`src/rtl/core/assert_macros.svh`:
```
// assertion macros shared by the rtl that checks itself
`ifndef ASSERT_MACROS_SVH
`define ASSERT_MACROS_SVH

// generic form: explicit clock and active-low reset
`define BSA_ASSERT_AT(lbl, clk, rst_n, prop, msg) \
  lbl: assert property (@(posedge clk) disable iff (!rst_n) prop) else $error(msg);

// default clock and reset of this project
`define BSA_ASSERT(lbl, prop, msg) \
  `BSA_ASSERT_AT(lbl, clk_i, rst_ni, prop, msg)

`endif

```
`src/rtl/core/bsa_pkg.sv`:
```
// types and codes of the bitmap slot allocator
package bsa_pkg;

  typedef enum logic [0:0] {
    OP_ALLOC = 1'b0,
    OP_FREE  = 1'b1
  } op_e;

  typedef enum logic [2:0] {
    ST_OK        = 3'd0,
    ST_NOT_READY = 3'd1,
    ST_FULL      = 3'd2,
    ST_RANGE     = 3'd3,
    ST_NOT_ALLOC = 3'd4
  } status_e;

  typedef enum logic [0:0] {
    CFG_POOL_BASE  = 1'b0,
    CFG_POOL_READY = 1'b1
  } cfg_reg_e;

  localparam int unsigned AddrW   = 32;
  localparam int unsigned IndexOW = 3;
  localparam int unsigned CountOW = 4;

endpackage

```
`src/rtl/core/bsa_if.sv`:
```
// request and response channel interfaces of the slot allocator
interface bsa_req_if import bsa_pkg::*; ();
  logic             valid;
  logic             ready;
  logic             op;
  logic [AddrW-1:0] free_address;

  modport source (output valid, op, free_address, input ready);
  modport sink   (input valid, op, free_address, output ready);
endinterface

interface bsa_rsp_if import bsa_pkg::*; ();
  logic               valid;
  logic               ready;
  logic [2:0]         status;
  logic [AddrW-1:0]   slot_address;
  logic [IndexOW-1:0] slot_index;
  logic [CountOW-1:0] in_use;
  logic [CountOW-1:0] high_water;

  modport source (output valid, status, slot_address, slot_index, in_use, high_water,
                  input ready);
  modport sink   (input valid, status, slot_address, slot_index, in_use, high_water,
                  output ready);
endinterface

```
`src/rtl/core/bsa_find_free.sv`:
```
// lowest free slot search over the occupancy bitmap
module bsa_find_free #(
  parameter int unsigned SLOTS = 8,
  parameter int unsigned IDX_W = 3
) (
  input  logic [SLOTS-1:0] map_i,
  output logic             found_o,
  output logic [IDX_W-1:0] index_o
);

  logic [SLOTS-1:0] lowest_zero;

  // isolate lowest clear bit
  assign lowest_zero = ~map_i & (map_i + SLOTS'(1));
  assign found_o     = |(~map_i);

  always_comb begin
    index_o = '0;
    for (int k = 0; k < SLOTS; k++) begin
      index_o = index_o | (lowest_zero[k] ? IDX_W'(k) : '0);
    end
  end

endmodule

```
`src/rtl/core/bsa_range_chk.sv`:
```
// pool bounds check and slot index of a free address
module bsa_range_chk import bsa_pkg::*; #(
  parameter int unsigned SLOTS          = 8,
  parameter int unsigned SLOT_SIZE_LOG2 = 13,
  parameter int unsigned IDX_W          = 3
) (
  input  logic [AddrW-1:0] base_i,
  input  logic [AddrW-1:0] addr_i,
  output logic             in_range_o,
  output logic [IDX_W-1:0] index_o
);

  localparam logic [AddrW:0] PoolSpan = (AddrW+1)'(SLOTS) << SLOT_SIZE_LOG2;

  logic [AddrW:0]   pool_end;
  logic [AddrW-1:0] offset;

  // end is exclusive and computed without wrap
  assign pool_end   = {1'b0, base_i} + PoolSpan;
  assign in_range_o = (addr_i >= base_i) && ({1'b0, addr_i} < pool_end);
  assign offset     = addr_i - base_i;
  assign index_o    = offset[SLOT_SIZE_LOG2 +: IDX_W];

endmodule

```
`src/rtl/core/bitmap_slot_allocator.sv`:
```
// bitmap slot allocator top level: input register, decision logic, result register
// a request beat passes the input register and then the result register before its response beat is valid
// throughput: one request per cycle while the response is not stalled, set by the bitmap and counter update
// a stalled response holds the input register, so ready falls only under back-pressure
// reset: asynchronous active low; bitmap, counts, pool_base and pool_ready clear to zero
// reset needs no clearing pass; the block takes requests straight out of reset
`include "assert_macros.svh"

module bitmap_slot_allocator import bsa_pkg::*; #(
  parameter int unsigned SLOTS          = 8,
  parameter int unsigned SLOT_SIZE_LOG2 = 13
) (
  input  logic             clk_i,
  input  logic             rst_ni,
  bsa_req_if.sink          req_i,
  bsa_rsp_if.source        rsp_o,
  input  logic             cfg_we_i,
  input  logic [0:0]       cfg_index_i,
  input  logic [AddrW-1:0] cfg_wdata_i
);

  localparam int unsigned IdxW = (SLOTS > 1) ? $clog2(SLOTS) : 1;
  localparam int unsigned CntW = $clog2(SLOTS + 1);

  // configuration registers
  logic [AddrW-1:0] pool_base_q;
  logic             pool_ready_q;

  // allocator state
  logic [SLOTS-1:0] map_q, map_d;
  logic [CntW-1:0]  used_q, used_d;
  logic [CntW-1:0]  peak_q, peak_d;

  // input register
  logic             in_valid_q;
  logic             in_op_q;
  logic [AddrW-1:0] in_addr_q;

  // result register
  logic               out_valid_q;
  logic [2:0]         out_status_q, out_status_d;
  logic [AddrW-1:0]   out_addr_q, out_addr_d;
  logic [IndexOW-1:0] out_index_q, out_index_d;
  logic [CountOW-1:0] out_used_q, out_used_d;
  logic [CountOW-1:0] out_peak_q, out_peak_d;

  logic advance;   // result register can take a new beat
  logic fire;      // registered request is decided this cycle
  logic req_take;

  logic            free_found;
  logic [IdxW-1:0] free_index;
  logic            in_range;
  logic [IdxW-1:0] range_index;

  logic [IdxW-1:0]  act_index;
  logic [AddrW-1:0] slot_offset;
  logic [CntW-1:0]  used_inc;

  // widening helpers for the fixed-width response fields
  logic [IdxW+IndexOW-1:0] index_wide;
  logic [CntW+CountOW-1:0] used_wide;
  logic [CntW+CountOW-1:0] peak_wide;

  //--------------------------------------------------------------------------
  // configuration port
  //--------------------------------------------------------------------------
  always_ff @(posedge clk_i or negedge rst_ni) begin
    if (!rst_ni) begin
      pool_base_q  <= '0;
      pool_ready_q <= 1'b0;
    end else if (cfg_we_i) begin
      unique case (cfg_index_i)
        CFG_POOL_BASE:  pool_base_q  <= cfg_wdata_i;
        CFG_POOL_READY: pool_ready_q <= cfg_wdata_i[0];
        default:        pool_base_q  <= pool_base_q;
      endcase
    end
  end

  //--------------------------------------------------------------------------
  // handshake and input register
  //--------------------------------------------------------------------------
  assign advance     = !out_valid_q || rsp_o.ready;
  assign fire        = in_valid_q && advance;
  assign req_i.ready = !in_valid_q || advance;
  assign req_take    = req_i.valid && req_i.ready;

  always_ff @(posedge clk_i or negedge rst_ni) begin
    if (!rst_ni) begin
      in_valid_q <= 1'b0;
    end else if (req_i.ready) begin
      in_valid_q <= req_i.valid;
    end
  end

  // payload, no reset
  always_ff @(posedge clk_i) begin
    if (req_take) begin
      in_op_q   <= req_i.op;
      in_addr_q <= req_i.free_address;
    end
  end

  //--------------------------------------------------------------------------
  // decision logic
  //--------------------------------------------------------------------------
  bsa_find_free #(
    .SLOTS (SLOTS),
    .IDX_W (IdxW)
  ) u_find_free (
    .map_i   (map_q),
    .found_o (free_found),
    .index_o (free_index)
  );

  bsa_range_chk #(
    .SLOTS          (SLOTS),
    .SLOT_SIZE_LOG2 (SLOT_SIZE_LOG2),
    .IDX_W          (IdxW)
  ) u_range_chk (
    .base_i     (pool_base_q),
    .addr_i     (in_addr_q),
    .in_range_o (in_range),
    .index_o    (range_index)
  );

  assign act_index   = (in_op_q == OP_FREE) ? range_index : free_index;
  assign slot_offset = AddrW'(act_index) << SLOT_SIZE_LOG2;
  assign used_inc    = used_q + CntW'(1);

  always_comb begin
    map_d        = map_q;
    used_d       = used_q;
    peak_d       = peak_q;
    out_status_d = ST_OK;
    out_addr_d   = '0;
    index_wide   = '0;

    if (!pool_ready_q) begin
      out_status_d = ST_NOT_READY;
    end else if (in_op_q == OP_ALLOC) begin
      if (used_q >= CntW'(SLOTS) || !free_found) begin
        out_status_d = ST_FULL;
      end else begin
        map_d      = map_q | (SLOTS'(1) << free_index);
        used_d     = used_inc;
        peak_d     = (used_inc > peak_q) ? used_inc : peak_q;
        out_addr_d = pool_base_q + slot_offset;
        index_wide = {{IndexOW{1'b0}}, act_index};
      end
    end else begin
      if (!in_range) begin
        out_status_d = ST_RANGE;
      end else if (!map_q[range_index]) begin
        out_status_d = ST_NOT_ALLOC;
      end else begin
        map_d      = map_q & ~(SLOTS'(1) << range_index);
        used_d     = used_q - CntW'(1);
        out_addr_d = pool_base_q + slot_offset;
        index_wide = {{IndexOW{1'b0}}, act_index};
      end
    end
  end

  // response fields carry only the low bits of index and counts
  assign used_wide   = {{CountOW{1'b0}}, used_d};
  assign peak_wide   = {{CountOW{1'b0}}, peak_d};
  assign out_index_d = index_wide[IndexOW-1:0];
  assign out_used_d  = used_wide[CountOW-1:0];
  assign out_peak_d  = peak_wide[CountOW-1:0];

  //--------------------------------------------------------------------------
  // state and result register
  //--------------------------------------------------------------------------
  always_ff @(posedge clk_i or negedge rst_ni) begin
    if (!rst_ni) begin
      map_q       <= '0;
      used_q      <= '0;
      peak_q      <= '0;
      out_valid_q <= 1'b0;
    end else begin
      if (fire) begin
        map_q  <= map_d;
        used_q <= used_d;
        peak_q <= peak_d;
      end
      if (advance) begin
        out_valid_q <= in_valid_q;
      end
    end
  end

  // payload, no reset
  always_ff @(posedge clk_i) begin
    if (fire) begin
      out_status_q <= out_status_d;
      out_addr_q   <= out_addr_d;
      out_index_q  <= out_index_d;
      out_used_q   <= out_used_d;
      out_peak_q   <= out_peak_d;
    end
  end

  assign rsp_o.valid        = out_valid_q;
  assign rsp_o.status       = out_status_q;
  assign rsp_o.slot_address = out_addr_q;
  assign rsp_o.slot_index   = out_index_q;
  assign rsp_o.in_use       = out_used_q;
  assign rsp_o.high_water   = out_peak_q;

  //--------------------------------------------------------------------------
  // assertions
  //--------------------------------------------------------------------------
  `BSA_ASSERT(a_map_matches_count, ($countones(map_q) == int'(used_q)), "bitmap and count disagree")
  `BSA_ASSERT(a_peak_covers_used, (peak_q >= used_q), "high-water mark below in-use count")
  `BSA_ASSERT(a_used_bounded, (used_q <= CntW'(SLOTS)), "in-use count exceeds pool")
  `BSA_ASSERT(a_fail_zero_fields, (out_valid_q && out_status_q != ST_OK |-> out_addr_q == '0 && out_index_q == '0), "failed beat carries a slot")

endmodule
```
`src/flat_wrapper.sv`:
```
// flat-port wrapper written by rule: the top's interface ports become plain ports
module bitmap_slot_allocator_flat import bsa_pkg::*;
#(
  parameter int unsigned SLOTS          = 8,
  parameter int unsigned SLOT_SIZE_LOG2 = 13
)
  (clk_i, rst_ni, cfg_we_i, cfg_index_i, cfg_wdata_i, req_i_valid, req_i_op, req_i_free_address, req_i_ready, rsp_o_valid, rsp_o_status, rsp_o_slot_address, rsp_o_slot_index, rsp_o_in_use, rsp_o_high_water, rsp_o_ready);
  bsa_req_if req_i_i ();
  bsa_rsp_if rsp_o_i ();
  input  logic clk_i;
  input  logic rst_ni;
  input  logic cfg_we_i;
  input  logic [0:0] cfg_index_i;
  input  logic [AddrW-1:0] cfg_wdata_i;
  input wire logic [$bits(req_i_i.valid)-1:0] req_i_valid;
  input wire logic [$bits(req_i_i.op)-1:0] req_i_op;
  input wire logic [$bits(req_i_i.free_address)-1:0] req_i_free_address;
  output wire logic [$bits(req_i_i.ready)-1:0] req_i_ready;
  output wire logic [$bits(rsp_o_i.valid)-1:0] rsp_o_valid;
  output wire logic [$bits(rsp_o_i.status)-1:0] rsp_o_status;
  output wire logic [$bits(rsp_o_i.slot_address)-1:0] rsp_o_slot_address;
  output wire logic [$bits(rsp_o_i.slot_index)-1:0] rsp_o_slot_index;
  output wire logic [$bits(rsp_o_i.in_use)-1:0] rsp_o_in_use;
  output wire logic [$bits(rsp_o_i.high_water)-1:0] rsp_o_high_water;
  input wire logic [$bits(rsp_o_i.ready)-1:0] rsp_o_ready;
  assign req_i_i.valid = req_i_valid;
  assign req_i_i.op = req_i_op;
  assign req_i_i.free_address = req_i_free_address;
  assign req_i_ready = req_i_i.ready;
  assign rsp_o_valid = rsp_o_i.valid;
  assign rsp_o_status = rsp_o_i.status;
  assign rsp_o_slot_address = rsp_o_i.slot_address;
  assign rsp_o_slot_index = rsp_o_i.slot_index;
  assign rsp_o_in_use = rsp_o_i.in_use;
  assign rsp_o_high_water = rsp_o_i.high_water;
  assign rsp_o_i.ready = rsp_o_ready;
  bitmap_slot_allocator #(.SLOTS(SLOTS), .SLOT_SIZE_LOG2(SLOT_SIZE_LOG2)) u_core (.clk_i(clk_i), .rst_ni(rst_ni), .req_i(req_i_i), .rsp_o(rsp_o_i), .cfg_we_i(cfg_we_i), .cfg_index_i(cfg_index_i), .cfg_wdata_i(cfg_wdata_i));
endmodule
```
`config.mk`:
```
export PLATFORM = sky130hd
export DESIGN_NAME = bitmap_slot_allocator_flat
export DESIGN_NICKNAME = d
export VERILOG_FILES = /design/src/rtl/core/bsa_pkg.sv /design/src/rtl/core/bsa_if.sv /design/src/rtl/core/bsa_find_free.sv /design/src/rtl/core/bsa_range_chk.sv /design/src/rtl/core/bitmap_slot_allocator.sv /design/src/flat_wrapper.sv
export VERILOG_INCLUDE_DIRS = /design/src /design/src/rtl/core
export SDC_FILE = /design/constraint.sdc
export NUM_CORES = 1
export LEC_CHECK = 0
export ABC_AREA = 1
export BUFFER_PORTS_ARGS = -buffer_cell sky130_fd_sc_hd__buf_4
export CAP_MARGIN = 20
export CORE_MARGIN = 2
export CORE_UTILIZATION = 51
export DETAILED_ROUTE_END_ITERATION = 12
export GPL_TIMING_DRIVEN = 0
export PLACE_DENSITY = 0.76
export SLEW_MARGIN = 20
export SYNTH_ARGS = -nofsm -noshare
export SYNTH_HDL_FRONTEND = slang
export SYNTH_SLANG_ARGS = --single-unit
```
`constraint.sdc`:
```
create_clock -name clk_i -period 3.3 [get_ports clk_i]
set_input_delay 0.495 -clock clk_i [delete_from_list [all_inputs] [get_ports clk_i]]
set_output_delay 0.495 -clock clk_i [all_outputs]
set_load 0.05 [all_outputs]
```
==> results.py, run 1 <==
metrics = {
    "clock_tree": {
        "insertion_delay_ns": 0.43,
        "clk_root_buffer_cell": "clkbuf_16",
        "cts_inserted_buffers": 17,
        "holdBufCountCts": 0,
        "clk_transition_reported_paths_ns": 0.06,
        "cts_tree": "done",
        "cts_sinks": 130,
        "cts-htree-levels": 4,
        "clockBufferDepth": 2,
    },
    "worst_setup_path": {
        "crit_buf_inv": 6,
        "cp.required_ns": 3.62,
        "cp_top_family": "simple AND/OR/NAND/NOR gates",
        "worstSetupPathType": "flip-flop to flip-flop",
        "worst_path_largest_cell_delay_ns": 0.45,
        "worst-endpoint-arrival_ns": 3.60,
        "cpMaxStageDelayCell": "dfrtp_2",
        "crit_fanout": 5,
        "critPathCaptureType": "flip-flop",
        "timing.critical_path.from_type": "flip-flop",
    },
    "timing": {
        "clock-skew-final_ns": 0.006588,
        "fin_crit_sh_pct": 99.43,
        "setup_ws_ns": 0.01877,
        "timing_worst_slew_pin_value_ns": 0.7565,
        "rsz0062_at_grt": "yes",
        "max_freq_ghz": 0.3048,
        "finalHoldWorstSlack_ns": 0.1353,
        "setup_viol": 0,
        "timing_max_transition_violations_final": 0,
        "slew_headroom_pct": 49.49,
        "min_period_ns": 3.281,
        "hold_viol": 0,
    },
    "route": {
        "drt.antenna.violating_nets": 0,
        "drt_pass1_iterations": 5,
        "drt_drc_violations_left": 0,
        "via_count": 6594,
        "routed_via_density": 5.339,
        "drt_iter0_drc": 624,
        "routedWlPerCell_um": 15.68,
        "routed_wl_um": 19360,
    },
    "grt": {
        "grt_antenna_before_repair": 0,
        "grt_pass1_wl_um": 29890,
        "grt_start_max_net_pins": 52,
        "grt-ovfl-total": 0,
        "total_routing_usage_reported_by_global_routing_pct": 24.13,
        "grt.met2_usage_pct": 39.75,
        "peak_usage_layer_in_the_global_routing_report": "met2",
        "use_met1_pct": 31.55,
        "global_route.usage.met3_pct": 5.140,
        "number_of_global_route_vias_before_repair": 6187,
    },
    "power": {
        "irDropWorstVdd_uv": 399.2,
        "internal-power_mw": 4.356,
        "share_clk_of_total_power_pct": 29.3,
        "total_switching_power_mw": 2.629,
        "total_power_mw": 6.984,
        "part_of_the_total_power_dissipated_in_combinational_logic_pct": 38.5,
        "p_seq_share_pct": 32.3,
        "switching_share_pct": 37.64,
        "power.density_cell_area_nw_per_um2": 700.4,
        "power.static_leakage_nw": 4.707,
    },
    "synthesis": {
        "synth_cell_types": 41,
        "ys_ff_latch": 130,
        "synth.cell_area_um2": 7576,
        "syn_nets": 1004,
        "synth_flop_cell": "edfxtp_1",
        "yosys_warnings": 0,
        "ys_async_sr_fraction_pct": 39.23,
        "synth_enable_flop_cells": 79,
        "syn-instance-count": 874,
        "synth_seq_area_share_pct": 48.16,
        "postSynthAreaPerCell_um2": 8.668,
    },
    "hold_path": {
        "hp-class": "primary input to async pin",
    },
    "cells_and_area": {
        "layout.nets": 1168,
        "synthToLayoutAreaGrowth_pct": 31.63,
        "final_core_util_pct": 68.61,
        "fill_cells": 1121,
        "antenna-diode-count": 0,
        "final_area_um2": 9972,
        "drive_gt1_share_pct": 27.59,
    },
    "die": {
        "dieWidth_um": 125.9,
        "floorplan.initialDensity_pct": 52.13,
        "count_of_pins_on_the_block_boundary": 119,
        "core.rowCount": 44,
        "core_area_um2": 14530,
        "fp.dieArea_um2": 15850,
        "die-height_um": 125.9,
    },
    "placed_design": {
        "area_after_dpl_um2": 8716,
        "post-dp-hpwl_um": 13340,
        "preCtsSetupSlack_ns": -0.6386,
        "place.gp.congestion": 0.9166,
        "placement.io_buffers": 118,
    },
    "run": {
        "timing.max_cap.violations": 0,
    },
    "status": {
        "run_status": "completed",
    },
}
[layer usage]
layer,up-vias,part of all wire (%)
li1,3230,-
met1,3052,42
met2,269,48
met3,43,7.1
met4,0,2.6
met5,-,0
[Yosys cell counts, types with 2 or more instances]
library cell | count | area share (%)
nand2_1 | 180 | 8.9
inv_1 | 117 | 5.8
nor2_1 | 113 | 5.6
edfxtp_1 | 79 | 31
a21oi_1 | 65 | 4.3
ha_1 | 58 | 9.6
o21ai_0 | 52 | 3.4
dfrtp_1 | 51 | 17
nand3_1 | 43 | 2.8
xor2_1 | 20 | 2.3
nand2_2 | 13 | 1.1
nand4_1 | 11 | 0.91
nor3_1 | 11 | 0.73
clkbuf_1 | 10 | 0.50
o21ai_2 | 9 | 1.0
inv_2 | 4 | 0.20
and2_1 | 3 | 0.25
buf_6 | 3 | 0.45
nand2_4 | 3 | 0.45
a22oi_1 | 2 | 0.20
nand3_2 | 2 | 0.26
nand3b_1 | 2 | 0.20
nor2_2 | 2 | 0.17
nor4_1 | 2 | 0.17
o21bai_1 | 2 | 0.20
xnor2_1 | 2 | 0.23
[power groups by stage]
stage          sequential (mW)  combinational (mW)  clock, mW
2_1_floorplan             2.66                1.28          0
3_3_place_gp              2.27                2.28          0
3_5_place_dp              2.26                2.34          0
4_1_cts                   2.24                2.47       2.07
5_1_grt                   2.28                2.94       2.13
6_report                  2.25                2.69       2.05
[worst reg2reg max path, cell delays in order, from the launching register on]
cell and delay (ns):
dfrtp_2 0.45, inv_4 0.08, nor3_4 0.23, inv_2 0.09
nor2_2 0.12, inv_2 0.07, nor2_2 0.12, nand2_2 0.09
buf_4 0.15, buf_4 0.12, nand2_1 0.06, ha_1 0.22
nand2_1 0.06, nor2_1 0.08, nand3_2 0.09, nor2_1 0.04
nor2_1 0.11, nand2_1 0.07, nor2_2 0.15, nand2_4 0.10
nand2_4 0.10, o21a_4 0.15, nand4_4 0.15, buf_8 0.20
nand2_2 0.05, o21ai_2 0.04
[repair_timing]
item	in CTS	in global routing
setup buffers	12	14
setup endpoints to repair	52	52
cloned	1	0
pin swaps	8	23
gates resized for setup	36	69
[path summary, 6_finish.rpt]
check	endpoint	slack, ns	cells after the start	start
max in group asynchronous	u_core.map_q[0]$_DFFE_PN0P_	2.63	1	rst_ni
min reg2reg	u_core.map_q[3]$_DFFE_PN0P_	0.53	2	u_core.map_q[3]$_DFFE_PN0P_
max reg2reg	u_core.map_q[3]$_DFFE_PN0P_	0.02	25	u_core.pool_base_q[16]$_DFFE_PN0P_
min in group clk_i	u_core.in_addr_q[8]$_DFFE_PP_	0.23	1	req_i_free_address[8]
max	u_core.map_q[3]$_DFFE_PN0P_	0.02	25	u_core.pool_base_q[16]$_DFFE_PN0P_
min	u_core.used_q[0]$_DFFE_PN0P_	0.14	1	rst_ni
[layout make-up]
class / instances / area, µm² / area share, %
plain buffers: 14 / 91.34 / 0.9159
clock buffers: 17 / 425.4 / 4.266
clock inverters: 15 / 215.2 / 2.158
inverters: 122 / 460.4 / 4.617
multi-input cells: 607 / 3761 / 37.72
flip-flops and latches: 130 / 3652 / 36.62
well taps: 184 / 230.2 / 2.309
repair buffers: 146 / 1136 / 11.39
[sequential cells by signal (all words and copies together), names as in the netlist]
signal,count
u_core.in_addr_q,32
u_core.pool_base_q,32
u_core.rsp_o.slot_address,32
u_core.map_q,8
u_core.peak_q,4
u_core.rsp_o.high_water,4
u_core.rsp_o.in_use,4
u_core.used_q,4
u_core.rsp_o.slot_index,3
u_core.rsp_o.status,3
u_core.in_op_q,1
u_core.in_valid_q,1
u_core.pool_ready_q,1
u_core.rsp_o.valid,1
[placed cells by master, fill, tap and decap left out, drive strengths merged]
master,count
nand2,196
buf,151
inv,121
nor2,116
edfxtp,79
a21oi,66
o21ai,61
ha,58
dfrtp,51
nand3,46
clkbuf,26
xor2,20
nand4,12
nor3,11
clkinvlp,6
bufinv,5
clkinv,5
and2,3
xnor2,2
nand3b,2
nor4,2
o21bai,2
a22oi,2
o21a,2
a221o,1
nor3b,1
a211oi,1
a31oi,1
o31ai,1
fa,1
[stage by stage]
stage,setup TNS [ns],std cells
after floorplan,0,874
after global placement,-39.48,1176
after detailed placement,-15.94,1177
after CTS,-0.005881,1221
after global routing,-6.909,1235
final,0,1235
[cell families (layout without fill, tap and decap cells)]
group / count (synthesis) / in the layout / synth area share (%)
adder cells (fa/ha/maj): 59 / 59 / 9.843
buffers and inverters: 137 / 314 / 7.151
AO/OA/AOI/OAI: 137 / 137 / 9.992
AND/OR/NAND/NOR: 389 / 389 / 22.31
XOR/XNOR: 22 / 22 / 2.543
flip-flops: 130 / 130 / 48.16
Power figures use the tool's default switching activity.
==> inputs of run 2 (changes only) <==
CORE_UTILIZATION = 35   (was 51)
PLACE_DENSITY = not set   (was 0.76)
==> run 2 against run 1 <==
Against the previous run:
- via count down 3.0%
- critical path type unchanged
- critical endpoint is now u_core.rsp_o.slot_address[19]$_SDFFCE_PN0P_
- count of clock-buffer cells in the layout grew 1
- core utilization is 21 points lower
- global-route usage down 5.3 points
- routed wire length rose by 6.0%
==> results.py, run 2 (same netlist as run 1, synthesis figures left out) <==
metrics = {
    "status": {
        "run_status": "completed",
    },
    "power": {
        "total_power_mw": 6.788,
        "irDropWorstVdd_uv": 351.7,
        "power.density_cell_area_nw_per_um2": 671.1,
        "power.static_leakage_nw": 4.720,
    },
    "cells_and_area": {
        "layout.nets": 1172,
        "final_common_cell": "nand2_1",
        "final_area_um2": 10110,
        "synthToLayoutAreaGrowth_pct": 33.51,
        "final_cell_mix": "nand2_1 (169), buf_4 (142), inv_1 (106)",
        "final_cell_count_no_fill": 1328,
        "antenna-diode-count": 0,
        "drive_gt1_share_pct": 28.77,
    },
    "route": {
        "drt_drc_violations_left": 0,
        "routed_wl_um": 20530,
        "drt_pass1_iterations": 5,
        "drt_iter0_drc": 369,
        "drt.antenna.violating_nets": 0,
        "routedWlPerCell_um": 15.46,
        "via_count": 6397,
        "routed_via_density": 4.817,
    },
    "clock_tree": {
        "cts_sinks": 130,
        "cts_tree": "done",
        "clockBufferDepth": 2,
        "holdBufCountCts": 0,
        "insertion_delay_ns": 0.43,
        "clk_transition_reported_paths_ns": 0.06,
        "clk_root_buffer_cell": "clkbuf_16",
        "cts_inserted_buffers": 17,
        "cts-htree-levels": 4,
    },
    "die": {
        "fp.dieArea_um2": 22840,
        "count_of_pins_on_the_block_boundary": 119,
        "core.rowCount": 53,
        "dieWidth_um": 151.1,
        "die-height_um": 151.1,
        "core_area_um2": 21150,
        "floorplan.initialDensity_pct": 35.81,
    },
    "grt": {
        "grt_start_max_net_pins": 52,
        "grt_antenna_before_repair": 0,
        "total_routing_usage_reported_by_global_routing_pct": 18.85,
        "grt-ovfl-total": 0,
        "grt_pass1_wl_um": 32670,
        "number_of_global_route_vias_before_repair": 6397,
    },
    "timing": {
        "hold_viol": 0,
        "min_period_ns": 3.249,
        "setup_viol": 0,
        "slew_headroom_pct": 49.23,
        "max_freq_ghz": 0.3078,
        "fin_crit_sh_pct": 98.46,
        "timing_max_transition_violations_final": 0,
        "rsz0062_at_grt": "yes",
        "timing_worst_slew_pin_value_ns": 0.7616,
        "clock-skew-final_ns": 0.01076,
    },
    "worst_setup_path": {
        "reg2reg_from": "u_core.pool_base_q[16]$_DFFE_PN0P_",
        "worstSetupPathType": "flip-flop to flip-flop",
        "critPathCaptureType": "flip-flop",
        "reg2reg_to": "u_core.rsp_o.slot_address[19]$_SDFFCE_PN0P_",
        "cp.required_ns": 3.56,
        "timing.critical_path.from_type": "flip-flop",
        "crit_fanout": 8,
        "reg2reg_slack_ns": 0.05,
        "worst_r2r_path_depth": 22,
        "worst-endpoint-arrival_ns": 3.51,
    },
    "placed_design": {
        "area_after_dpl_um2": 8850,
        "dpl.cell_count": 1269,
        "post-dp-hpwl_um": 14980,
        "placement.io_buffers": 118,
        "place.gp.congestion": 0.8880,
    },
    "hold_path": {
        "hp-class": "primary input to async pin",
    },
    "run": {
        "timing.max_cap.violations": 0,
    },
}
run 2: changes by cell type in the layout (fill, tap and decap cells not counted), moves of 3 or more:
cell / before / now
nor2_1: 104 / 93
nor2_4: 3 / 13
clkinv_2: 0 / 5
bufinv_16: 5 / 1
a21oi_1: 58 / 61
a21oi_2: 7 / 4
clkinvlp_4: 6 / 3
run 2: power by group:
part	internal, mW	switching, mW	leakage [nW]
logic	0.995	1.79	3.10
clock network	1.03	0.713	0.258
registers	2.08	0.182	1.36
run 2: worst max path at each step:
| stage | start | to | depth (start not counted) |
|---|---|---|---|
| 6_report | u_core.pool_base_q[16]$_DFFE_PN0P_ | u_core.rsp_o.slot_address[19]$_SDFFCE_PN0P_ | 22 |
| 4_1_cts | u_core.pool_base_q[16]$_DFFE_PN0P_ | u_core.rsp_o.slot_address[19]$_SDFFCE_PN0P_ | 22 |
| 3_3_place_gp | u_core.pool_base_q[11]$_DFFE_PN0P_ | u_core.rsp_o.slot_address[28]$_SDFFCE_PN0P_ | 21 |
| 3_5_place_dp | u_core.in_addr_q[12]$_DFFE_PP_ | u_core.rsp_o.slot_address[29]$_SDFFCE_PN0P_ | 17 |
| 5_1_grt | u_core.pool_base_q[16]$_DFFE_PN0P_ | u_core.rsp_o.in_use[2]$_DFFE_PP_ | 24 |
| 2_1_floorplan | u_core.pool_base_q[16]$_DFFE_PN0P_ | u_core.map_q[7]$_DFFE_PN0P_ | 24 |
run 2: stage by stage:
stage / setup TNS (ns) / utilization (%) / worst slack, ns / hold WS (ns)
3_5_place_dp: -18.95 / 41.83 / -0.5912 / 0.5214
5_1_grt: -5.568 / 47.81 / -0.1796 / 0.1916
4_1_cts: -0.02035 / 45.82 / -0.01803 / 0.1568
3_3_place_gp: -41.12 / 41.63 / -0.5930 / 0.5057
2_1_floorplan: 0 / - / 0.2591 / 0.1994
6_report: 0 / 47.81 / 0.05081 / 0.1399
run 2: what timing repair did:
action	in CTS	in global routing
buffers inserted	16	13
gates resized for setup	48	83
setup endpoints to repair	53	53
pin swaps	8	26
cloned	1	0
run 2: worst max-delay path, stage by stage, from the launching register on:
cell and delay, ns:
dfrtp_2 0.40, inv_2 0.06, nor3_4 0.24, inv_2 0.09
nor2_2 0.13, inv_2 0.07, nor2_2 0.12, nand2_2 0.10
nor3_4 0.15, xor2_1 0.18, ha_1 0.27, nand3_2 0.08
inv_2 0.05, nand3_2 0.08, nor2_2 0.03, nor2_1 0.10
nand2_1 0.07, nor2_2 0.14, nand2_4 0.10, nand2_4 0.09
nand3_4 0.19, buf_6 0.20, a211oi_4 0.15
run 2: layout make-up:
type	instances	area [µm²]
Buffer	14	101.3
Fill cell	2033	11040
Tap cell	275	344.1
Clock buffer	18	439.2
Timing Repair Buffer	150	1190
Inverter	122	462.9
Clock inverter	12	93.84
Multi-Input combinational cell	607	3829
Sequential cell	130	3655
run 2: metal layers:
layer  global-route usage (%)  routed length [µm]  vias to the layer above
met4                    5.981                 361                        0
met1                    25.09                9486                     2996
li1                         -                   -                     3221
met3                    3.404                 843                       29
met2                    31.23                9841                      151
met5                        0                   0                        -
